### src/sv/mdaa_pkg.sv
// Shared types and mode codes for the multiply, divide and ASCII adjust unit.
package mdaa_pkg;

	localparam logic [3:0] MODE_MUL8   = 4'd0;
	localparam logic [3:0] MODE_MUL16  = 4'd1;
	localparam logic [3:0] MODE_IMUL8  = 4'd2;
	localparam logic [3:0] MODE_IMUL16 = 4'd3;
	localparam logic [3:0] MODE_DIV8   = 4'd4;
	localparam logic [3:0] MODE_DIV16  = 4'd5;
	localparam logic [3:0] MODE_IDIV8  = 4'd6;
	localparam logic [3:0] MODE_IDIV16 = 4'd7;
	localparam logic [3:0] MODE_AAM    = 4'd8;
	localparam logic [3:0] MODE_AAD    = 4'd9;

	// Quotient bits resolved per divider stage, and the stage count.
	localparam int DIV_STEPS  = 2;
	localparam int DIV_STAGES = 16 / DIV_STEPS;

	typedef struct packed {
		logic [3:0]         mode;
		logic [15:0]        ax;
		logic [15:0]        dx;
		logic signed [16:0] ma;
		logic signed [16:0] mb;
		logic [31:0]        prod;
		logic [15:0]        rem;
		logic [15:0]        low;
		logic [15:0]        quo;
		logic [15:0]        dvs;
		logic               qneg;
		logic               rneg;
		logic               ovf;
	} pipe_t;

	typedef struct packed {
		logic [15:0] ax_out;
		logic [15:0] dx_out;
		logic        carry_flag;
		logic        overflow_flag;
		logic        carry_overflow_written;
		logic        zero_flag;
		logic        sign_flag;
		logic        parity_flag;
		logic        divide_fault;
	} res_t;

endpackage

### src/sv/mdaa_decode.sv
// Decode stage: operand magnitudes, signs, range precheck and multiplier operands.
module mdaa_decode (
	input  logic            clk,
	input  logic            arst_n,
	input  logic            en,
	input  logic            in_valid,
	input  logic [3:0]      mode,
	input  logic [15:0]     ax_in,
	input  logic [15:0]     dx_in,
	input  logic [15:0]     source_value,
	output logic            valid_s1,
	output mdaa_pkg::pipe_t pipe_s1
);

	logic [7:0]      al, ah, s8;
	logic [31:0]     n, na;
	logic [15:0]     d, da;
	logic            sgn, nneg, dneg;
	mdaa_pkg::pipe_t nxt;

	assign al = ax_in[7:0];
	assign ah = ax_in[15:8];
	assign s8 = source_value[7:0];

	always_comb begin
		n   = '0;
		d   = '0;
		sgn = 1'b0;
		unique case (mode)
			mdaa_pkg::MODE_DIV8: begin
				n = {16'd0, ax_in};
				d = {8'd0, s8};
			end
			mdaa_pkg::MODE_DIV16: begin
				n = {dx_in, ax_in};
				d = source_value;
			end
			mdaa_pkg::MODE_IDIV8: begin
				n   = {{16{ax_in[15]}}, ax_in};
				d   = {{8{s8[7]}}, s8};
				sgn = 1'b1;
			end
			mdaa_pkg::MODE_IDIV16: begin
				n   = {dx_in, ax_in};
				d   = source_value;
				sgn = 1'b1;
			end
			mdaa_pkg::MODE_AAM: begin
				n = {24'd0, al};
				d = {8'd0, s8};
			end
			default: begin
				n = '0;
				d = '0;
			end
		endcase
		nneg = sgn & n[31];
		dneg = sgn & d[15];
		na   = nneg ? (~n + 32'd1) : n;
		da   = dneg ? (~d + 16'd1) : d;

		nxt      = '0;
		nxt.mode = mode;
		nxt.ax   = ax_in;
		nxt.dx   = dx_in;
		unique case (mode)
			mdaa_pkg::MODE_MUL8: begin
				nxt.ma = {9'd0, al};
				nxt.mb = {9'd0, s8};
			end
			mdaa_pkg::MODE_MUL16: begin
				nxt.ma = {1'b0, ax_in};
				nxt.mb = {1'b0, source_value};
			end
			mdaa_pkg::MODE_IMUL8: begin
				nxt.ma = {{9{al[7]}}, al};
				nxt.mb = {{9{s8[7]}}, s8};
			end
			mdaa_pkg::MODE_IMUL16: begin
				nxt.ma = {ax_in[15], ax_in};
				nxt.mb = {source_value[15], source_value};
			end
			mdaa_pkg::MODE_AAD: begin
				nxt.ma = {9'd0, ah};
				nxt.mb = {9'd0, s8};
			end
			default: begin
				nxt.ma = '0;
				nxt.mb = '0;
			end
		endcase
		nxt.rem  = na[31:16];
		nxt.low  = na[15:0];
		nxt.dvs  = da;
		nxt.qneg = nneg ^ dneg;
		nxt.rneg = nneg;
		// High half at or above the divisor: quotient too wide, or divisor zero.
		nxt.ovf  = na[31:16] >= da;
	end

	always_ff @(posedge clk or negedge arst_n) begin
		if (!arst_n) begin
			valid_s1 <= 1'b0;
		end else if (en) begin
			valid_s1 <= in_valid;
		end
	end

	always_ff @(posedge clk) begin
		if (en) begin
			pipe_s1 <= nxt;
		end
	end

endmodule

### src/sv/mdaa_mul.sv
// Multiply stage: one 17x17 signed product per transaction.
module mdaa_mul (
	input  logic            clk,
	input  logic            arst_n,
	input  logic            en,
	input  logic            in_valid,
	input  mdaa_pkg::pipe_t pipe_in,
	output logic            valid_s2,
	output mdaa_pkg::pipe_t pipe_s2
);

	logic signed [33:0] full;
	mdaa_pkg::pipe_t    nxt;

	always_comb begin
		full     = pipe_in.ma * pipe_in.mb;
		nxt      = pipe_in;
		nxt.prod = full[31:0];
	end

	always_ff @(posedge clk or negedge arst_n) begin
		if (!arst_n) begin
			valid_s2 <= 1'b0;
		end else if (en) begin
			valid_s2 <= in_valid;
		end
	end

	always_ff @(posedge clk) begin
		if (en) begin
			pipe_s2 <= nxt;
		end
	end

endmodule

### src/sv/mdaa_div_stage.sv
// Divider stage: a few restoring quotient steps on the magnitudes.
module mdaa_div_stage (
	input  logic            clk,
	input  logic            arst_n,
	input  logic            en,
	input  logic            in_valid,
	input  mdaa_pkg::pipe_t pipe_in,
	output logic            valid_sd,
	output mdaa_pkg::pipe_t pipe_sd
);

	logic [16:0]     t;
	logic [15:0]     rem, low, quo;
	mdaa_pkg::pipe_t nxt;

	always_comb begin
		rem = pipe_in.rem;
		low = pipe_in.low;
		quo = pipe_in.quo;
		t   = '0;
		for (int i = 0; i < mdaa_pkg::DIV_STEPS; i++) begin
			t   = {rem, low[15]};
			low = {low[14:0], 1'b0};
			if (t >= {1'b0, pipe_in.dvs}) begin
				rem = 16'(t - {1'b0, pipe_in.dvs});
				quo = {quo[14:0], 1'b1};
			end else begin
				rem = t[15:0];
				quo = {quo[14:0], 1'b0};
			end
		end
		nxt     = pipe_in;
		nxt.rem = rem;
		nxt.low = low;
		nxt.quo = quo;
	end

	always_ff @(posedge clk or negedge arst_n) begin
		if (!arst_n) begin
			valid_sd <= 1'b0;
		end else if (en) begin
			valid_sd <= in_valid;
		end
	end

	always_ff @(posedge clk) begin
		if (en) begin
			pipe_sd <= nxt;
		end
	end

endmodule

### src/sv/mdaa_finalize.sv
// Final stage: sign fix-up, range faults, result selection and flags.
module mdaa_finalize (
	input  logic            clk,
	input  logic            arst_n,
	input  logic            en,
	input  logic            in_valid,
	input  mdaa_pkg::pipe_t pipe_in,
	output logic            valid_sf,
	output mdaa_pkg::res_t  res_sf
);

	logic [15:0]    qs, rs, q, r;
	logic [31:0]    p;
	logic [7:0]     aad_sum;
	logic           fault;
	mdaa_pkg::res_t nxt;

	always_comb begin
		p       = pipe_in.prod;
		q       = pipe_in.quo;
		r       = pipe_in.rem;
		qs      = pipe_in.qneg ? (~q + 16'd1) : q;
		rs      = pipe_in.rneg ? (~r + 16'd1) : r;
		aad_sum = 8'(pipe_in.ax[7:0] + p[7:0]);
		fault   = 1'b0;
		nxt     = '0;
		nxt.ax_out = pipe_in.ax;
		nxt.dx_out = pipe_in.dx;
		unique case (pipe_in.mode)
			mdaa_pkg::MODE_MUL8: begin
				nxt.ax_out     = p[15:0];
				nxt.carry_flag = p[15:8] != 8'd0;
				nxt.zero_flag  = p[15:0] == 16'd0;
				nxt.sign_flag  = p[7];
			end
			mdaa_pkg::MODE_MUL16: begin
				nxt.ax_out     = p[15:0];
				nxt.dx_out     = p[31:16];
				nxt.carry_flag = p[31:16] != 16'd0;
				nxt.zero_flag  = p[15:0] == 16'd0;
				nxt.sign_flag  = p[15];
			end
			mdaa_pkg::MODE_IMUL8: begin
				nxt.ax_out     = p[15:0];
				nxt.carry_flag = p[15:8] != {8{p[7]}};
				nxt.zero_flag  = p[7:0] == 8'd0;
				nxt.sign_flag  = p[7];
			end
			mdaa_pkg::MODE_IMUL16: begin
				nxt.ax_out     = p[15:0];
				nxt.dx_out     = p[31:16];
				nxt.carry_flag = p[31:16] != {16{p[15]}};
				nxt.zero_flag  = p[15:0] == 16'd0;
				nxt.sign_flag  = p[15];
			end
			mdaa_pkg::MODE_DIV8: begin
				fault          = pipe_in.ovf | (q[15:8] != 8'd0);
				nxt.ax_out     = {r[7:0], q[7:0]};
				nxt.zero_flag  = q[7:0] == 8'd0;
				nxt.sign_flag  = q[7];
			end
			mdaa_pkg::MODE_DIV16: begin
				fault          = pipe_in.ovf;
				nxt.ax_out     = q;
				nxt.dx_out     = r;
				nxt.zero_flag  = q == 16'd0;
				nxt.sign_flag  = q[15];
			end
			mdaa_pkg::MODE_IDIV8: begin
				fault          = pipe_in.ovf | (q[15:7] != 9'd0);
				nxt.ax_out     = {rs[7:0], qs[7:0]};
				nxt.zero_flag  = qs[7:0] == 8'd0;
				nxt.sign_flag  = qs[7];
			end
			mdaa_pkg::MODE_IDIV16: begin
				fault          = pipe_in.ovf | q[15];
				nxt.ax_out     = qs;
				nxt.dx_out     = rs;
				nxt.zero_flag  = qs == 16'd0;
				nxt.sign_flag  = qs[15];
			end
			mdaa_pkg::MODE_AAM: begin
				fault          = pipe_in.ovf;
				nxt.ax_out     = {q[7:0], r[7:0]};
				nxt.zero_flag  = r[7:0] == 8'd0;
				nxt.sign_flag  = r[7];
			end
			mdaa_pkg::MODE_AAD: begin
				nxt.ax_out     = {8'd0, aad_sum};
				nxt.zero_flag  = aad_sum == 8'd0;
				nxt.sign_flag  = aad_sum[7];
			end
			default: begin
				nxt.ax_out = pipe_in.ax;
			end
		endcase
		nxt.overflow_flag = nxt.carry_flag;
		nxt.carry_overflow_written = (pipe_in.mode <= mdaa_pkg::MODE_IMUL16)
			|| (pipe_in.mode == mdaa_pkg::MODE_AAM) || (pipe_in.mode == mdaa_pkg::MODE_AAD);
		nxt.parity_flag = (pipe_in.mode <= mdaa_pkg::MODE_AAD) ? ~^nxt.ax_out[7:0] : 1'b0;
		if (pipe_in.mode == mdaa_pkg::MODE_AAM) begin
			nxt.parity_flag = ~^r[7:0];
		end
		if (fault) begin
			nxt              = '0;
			nxt.ax_out       = pipe_in.ax;
			nxt.dx_out       = pipe_in.dx;
			nxt.divide_fault = 1'b1;
		end
	end

	always_ff @(posedge clk or negedge arst_n) begin
		if (!arst_n) begin
			valid_sf <= 1'b0;
		end else if (en) begin
			valid_sf <= in_valid;
		end
	end

	always_ff @(posedge clk) begin
		if (en) begin
			res_sf <= nxt;
		end
	end

endmodule

### src/sv/multiply_divide_ascii_adjust_unit.sv
// Top level of the multiply, divide and ASCII adjust unit.
// Takes one instruction transaction per cycle and returns one result transaction
// for each, in order, after it passes through one decode stage, one multiply
// stage, eight divider stages that each resolve two quotient bits of the 32/16
// restoring divide, and a final stage that is also the output register. The
// whole pipeline advances together; when the output is held by m_tready low,
// every stage holds and s_tready drops, so throughput is one transaction per
// cycle whenever the downstream side takes results every cycle.
module multiply_divide_ascii_adjust_unit (
	input  logic        clk,
	input  logic        arst_n,
	input  logic        s_tvalid,
	output logic        s_tready,
	// mode[3:0], ax_in[19:4], dx_in[35:20], source_value[51:36], zero pad
	input  logic [55:0] s_tdata,
	output logic        m_tvalid,
	input  logic        m_tready,
	// ax_out[15:0], dx_out[31:16], carry_flag[32], overflow_flag[33],
	// carry_overflow_written[34], zero_flag[35], sign_flag[36], parity_flag[37],
	// divide_fault[38], zero pad
	output logic [39:0] m_tdata
);

	logic                en;
	logic                valid_s1, valid_s2;
	mdaa_pkg::pipe_t     pipe_s1, pipe_s2;
	logic                div_valid [mdaa_pkg::DIV_STAGES+1];
	mdaa_pkg::pipe_t     div_pipe  [mdaa_pkg::DIV_STAGES+1];
	mdaa_pkg::res_t      res;

	// Advance everything unless a finished result is waiting.
	assign en       = !m_tvalid || m_tready;
	assign s_tready = en;

	mdaa_decode u_decode (
		.clk          (clk),
		.arst_n       (arst_n),
		.en           (en),
		.in_valid     (s_tvalid),
		.mode         (s_tdata[3:0]),
		.ax_in        (s_tdata[19:4]),
		.dx_in        (s_tdata[35:20]),
		.source_value (s_tdata[51:36]),
		.valid_s1     (valid_s1),
		.pipe_s1      (pipe_s1)
	);

	mdaa_mul u_mul (
		.clk      (clk),
		.arst_n   (arst_n),
		.en       (en),
		.in_valid (valid_s1),
		.pipe_in  (pipe_s1),
		.valid_s2 (valid_s2),
		.pipe_s2  (pipe_s2)
	);

	assign div_valid[0] = valid_s2;
	assign div_pipe[0]  = pipe_s2;

	// Divider chain: each stage shifts in the next dividend bits.
	for (genvar g = 0; g < mdaa_pkg::DIV_STAGES; g++) begin : g_div
		mdaa_div_stage u_div (
			.clk      (clk),
			.arst_n   (arst_n),
			.en       (en),
			.in_valid (div_valid[g]),
			.pipe_in  (div_pipe[g]),
			.valid_sd (div_valid[g+1]),
			.pipe_sd  (div_pipe[g+1])
		);
	end

	mdaa_finalize u_finalize (
		.clk      (clk),
		.arst_n   (arst_n),
		.en       (en),
		.in_valid (div_valid[mdaa_pkg::DIV_STAGES]),
		.pipe_in  (div_pipe[mdaa_pkg::DIV_STAGES]),
		.valid_sf (m_tvalid),
		.res_sf   (res)
	);

	assign m_tdata = {1'b0, res.divide_fault, res.parity_flag, res.sign_flag,
		res.zero_flag, res.carry_overflow_written, res.overflow_flag,
		res.carry_flag, res.dx_out, res.ax_out};

	// A faulting transaction must report no flags at all.
	a_fault_clears_flags: assert property (@(posedge clk) disable iff (!arst_n)
		(m_tvalid && res.divide_fault) |-> (m_tdata[37:32] == 6'd0))
		else $error("fault result carries flags");

	// CF and OF always agree in this unit.
	a_cf_of_equal: assert property (@(posedge clk) disable iff (!arst_n)
		m_tvalid |-> (res.carry_flag == res.overflow_flag))
		else $error("CF and OF differ");

	// A held output stalls the whole pipeline.
	a_stall_blocks_input: assert property (@(posedge clk) disable iff (!arst_n)
		(m_tvalid && !m_tready) |-> !s_tready)
		else $error("input accepted while output stalled");

endmodule

### config.mk
export PLATFORM = sky130hd
export DESIGN_NAME = multiply_divide_ascii_adjust_unit
export DESIGN_NICKNAME = d
export VERILOG_FILES = /design/src/sv/mdaa_pkg.sv /design/src/sv/mdaa_decode.sv /design/src/sv/mdaa_mul.sv /design/src/sv/mdaa_div_stage.sv /design/src/sv/mdaa_finalize.sv /design/src/sv/multiply_divide_ascii_adjust_unit.sv
export SDC_FILE = /design/constraint.sdc
export NUM_CORES = 2
export LEC_CHECK = 0
export ABC_AREA = 1
export ABC_CLOCK_PERIOD_IN_PS = 43100
export BUFFER_PORTS_ARGS = -buffer_cell sky130_fd_sc_hd__buf_4
export CAP_MARGIN = 20
export CORE_UTILIZATION = 55
export DETAILED_ROUTE_END_ITERATION = 8
export PLACE_DENSITY = 0.85
export SYNTH_ARGS = -nofsm -noshare
export SYNTH_HDL_FRONTEND = slang
export SYNTH_SLANG_ARGS = --single-unit
### constraint.sdc
create_clock -name clk -period 43.1 [get_ports clk]
set_input_delay 4.31 -clock clk [delete_from_list [all_inputs] [get_ports clk]]
set_output_delay 4.31 -clock clk [all_outputs]
set_load 0.05 [all_outputs]
==> out/summary.txt <==
status = finished clean
most frequent CP cell = buf_4
RSZ-0062 raised after global routing = no
Max Freq = 0.1020 GHz
Worst Hold Launch = g_div[0].u_div.pipe_sd[140]$_DFFE_PP_
largest fanout on the critical path = 59
CP Launch Type = input pin
Die Y = 352.3 µm
GRT Util Overall = 25.33%
CTS buffer count = 115
IO Port Bufs = 96
Remaining DRCs = 0
insertion delay to the later sink of the worst-skew pair = 0.73 ns
Area after DPL = 69,690 µm²
clock-pin slew on the worst setup and hold paths = 0.06 ns
max-cap violations = 0
layout cell share with drive strength beyond 1 = 6.678%
FP Rows = 128
reg2reg setup slack = 36.25 ns
Max clock buf depth = 3
# hold bufs at CTS = 0
Crit. End Element = output pin
Synth Area per Inst = 11.05 µm²
number of synthesized flops with an enable pin = 1,214
global-route wire length before repair = 244,300 µm
pin slew with the least headroom to its limit = 1.108 ns
detailed-route wire length per cell = 20.05 µm
CP Data Required Time = 38.79 ns
period utilization = 22.74%
Final setup viols = 0
R2R Path Start = u_decode.pipe_s1[101]$_DFFE_PP_
count leader, synth = nand2_1
hold path depth = 0
root buffer cell = clkbuf_16
DRT iter0 DRCs = 3,909
initial antenna violation count = 6
dominant synthesized flop cell = edfxtp_1
Die Width = 352.3 µm
worst path cell trace = buf_4, inv_1, nand2_4, buf_4
mapped cell area = 67,480 µm²
Avg Vias per Cell = 5.544
router iterations before antenna repair = 6
top cells by area, synth = edfxtp_1 (54%), fa_1 (8.9%), nand2_1 (7.0%), ha_1 (6.8%), inv_1 (5.6%)
Yosys top cell by area = edfxtp_1
multi-input logic area = 26,160 µm²
Layout area overhead = 9.093%
Worst Path Arrival = 5.49 ns
post-CTS resize count = 0
type of the worst min-delay path = reg2reg
grt ovf = 0
routability cong. = 0.9436
CTS tree = built
vias in the first global route = 44,372
synthesized instance count = 6,109
Vias = 43,969
syn nets = 6,837
Synth top cells by count = nand2_1 (1,267), edfxtp_1 (1,214), inv_1 (1,005)
Min Clock Period, post-route = 9.802 ns
final setup TNS = 0 ns
Slew HR = 26.12%
final hold viol count = 0
Boundary Pins = 102
hpwl dp = 112,600 µm
Fillers = 9,298
H-tree Lvls = 3
setup bufs post-CTS = 0
Initial Util = 55.44%
final clock skew = 0.04644 ns
CP Class = in2out
design area = 73,610 µm²
register area share after synthesis = 54.43%
Post-Layout Cell Count = 7,931
Register Area = 36,730 µm²
total core area = 121,700 µm²
post-synth top area share = 54.03%
Slew Viols, Final = 0
Die ar. = 124,100 µm²
placed cell count = 7,717
Worst path slowest cell = nand2_4
CP max stage delay = 0.65 ns
Nets = 6,939
largest net degree at the start of global routing = 161
yosys warns = 0
Hold Path End = g_div[1].u_div.pipe_sd[140]$_DFFE_PP_
final antenna-violating net count = 0
register bit total from synthesis = 1,225
Post-Route WL = 159,000 µm
Reg-to-Reg End = u_mul.pipe_s2[97]$_DFFE_PP_
ys async rst share = 0.8980%
CTS Sinks = 1,225
Netlist cell types = 64
FF-to-FF path depth = 22
routing by layer:
layer,GRT usage [%],up-vias,wire length [µm]
li1,-,20620,-
met1,31.57,21096,62790
met2,43.55,1810,77940
met3,3.928,435,10500
met4,11.51,8,7742
met5,0,-,54
worst max path at each step:
stage                         from                                   to  slack (ns)
after global routing      m_tready                             s_tready       33.25
final                     m_tready                             s_tready       33.30
after detailed placement  m_tready                             s_tready       33.28
after floorplan           m_tready  g_div[0].u_div.valid_sd$_DFFE_PN0P_        1.09
after global placement    m_tready                             s_tready       33.31
after CTS                 m_tready                             s_tready       33.29
area by class of cell:
cell class / instances / area share, %
diodes: 2 / 0.006799
clock buffers: 129 / 4.010
clock inverters: 81 / 1.243
inverters: 1024 / 5.232
multi-input cells: 3723 / 35.53
flip-flops and latches: 1225 / 49.90
well taps: 1625 / 2.762
repair buffers: 122 / 1.316
critical path: cells and delay by family:
kind | cells | cell delay, ns
buffers and inverters | 3 | 0.48
and+or+nand+nor | 1 | 0.65
cells in the final DEF (no fill, tap or decap), types with 47 or more instances in the layout:
| cell type | instances |
|---|---|
| xnor2_1 | 131 |
| nand3_1 | 168 |
| inv_1 | 1005 |
| ha_1 | 369 |
| fa_1 | 299 |
| nor3_1 | 47 |
| xor2_1 | 181 |
| nor2_1 | 247 |
| a21oi_1 | 325 |
| clkbuf_16 | 116 |
| o21ai_1 | 70 |
| o21ai_0 | 239 |
| nand2_1 | 1266 |
| edfxtp_1 | 1214 |
| buf_4 | 119 |
cell families after synthesis:
kind of cell    Yosys count  synth area share (%)
other cells               1              0.005558
compound gates          868                 7.373
simple gates           1865                 11.46
flops                  1225                 54.43
fa+ha+maj               668                 15.71
xor+xnor                312                 4.050
buf+inv                1161                 6.815
mux                       9                0.1502
stage by stage:
step	util (%)	setup WS, ns	hold WS, ns
3_5_place_dp	57.25	33.28	0.4045
2_1_floorplan	-	1.092	0.4003
6_report	60.48	33.30	0.3903
4_1_cts	60.43	33.29	0.3889
3_3_place_gp	57.25	33.31	0.4010
5_1_grt	60.48	33.25	0.4016
registers in the layout, indices dropped and copies added, names as in the netlist:
name	cells
u_decode.valid_s1	1
u_decode.pipe_s1	121
g_div.u_div.valid_sd	8
u_mul.valid_s2	1
u_finalize.valid_sf	1
g_div.u_div.pipe_sd	936
u_finalize.res_sf	38
u_mul.pipe_s2	119
Power is not shown: default switching activity piles up to over one toggle a cycle in this logic, so the estimate is an artifact.
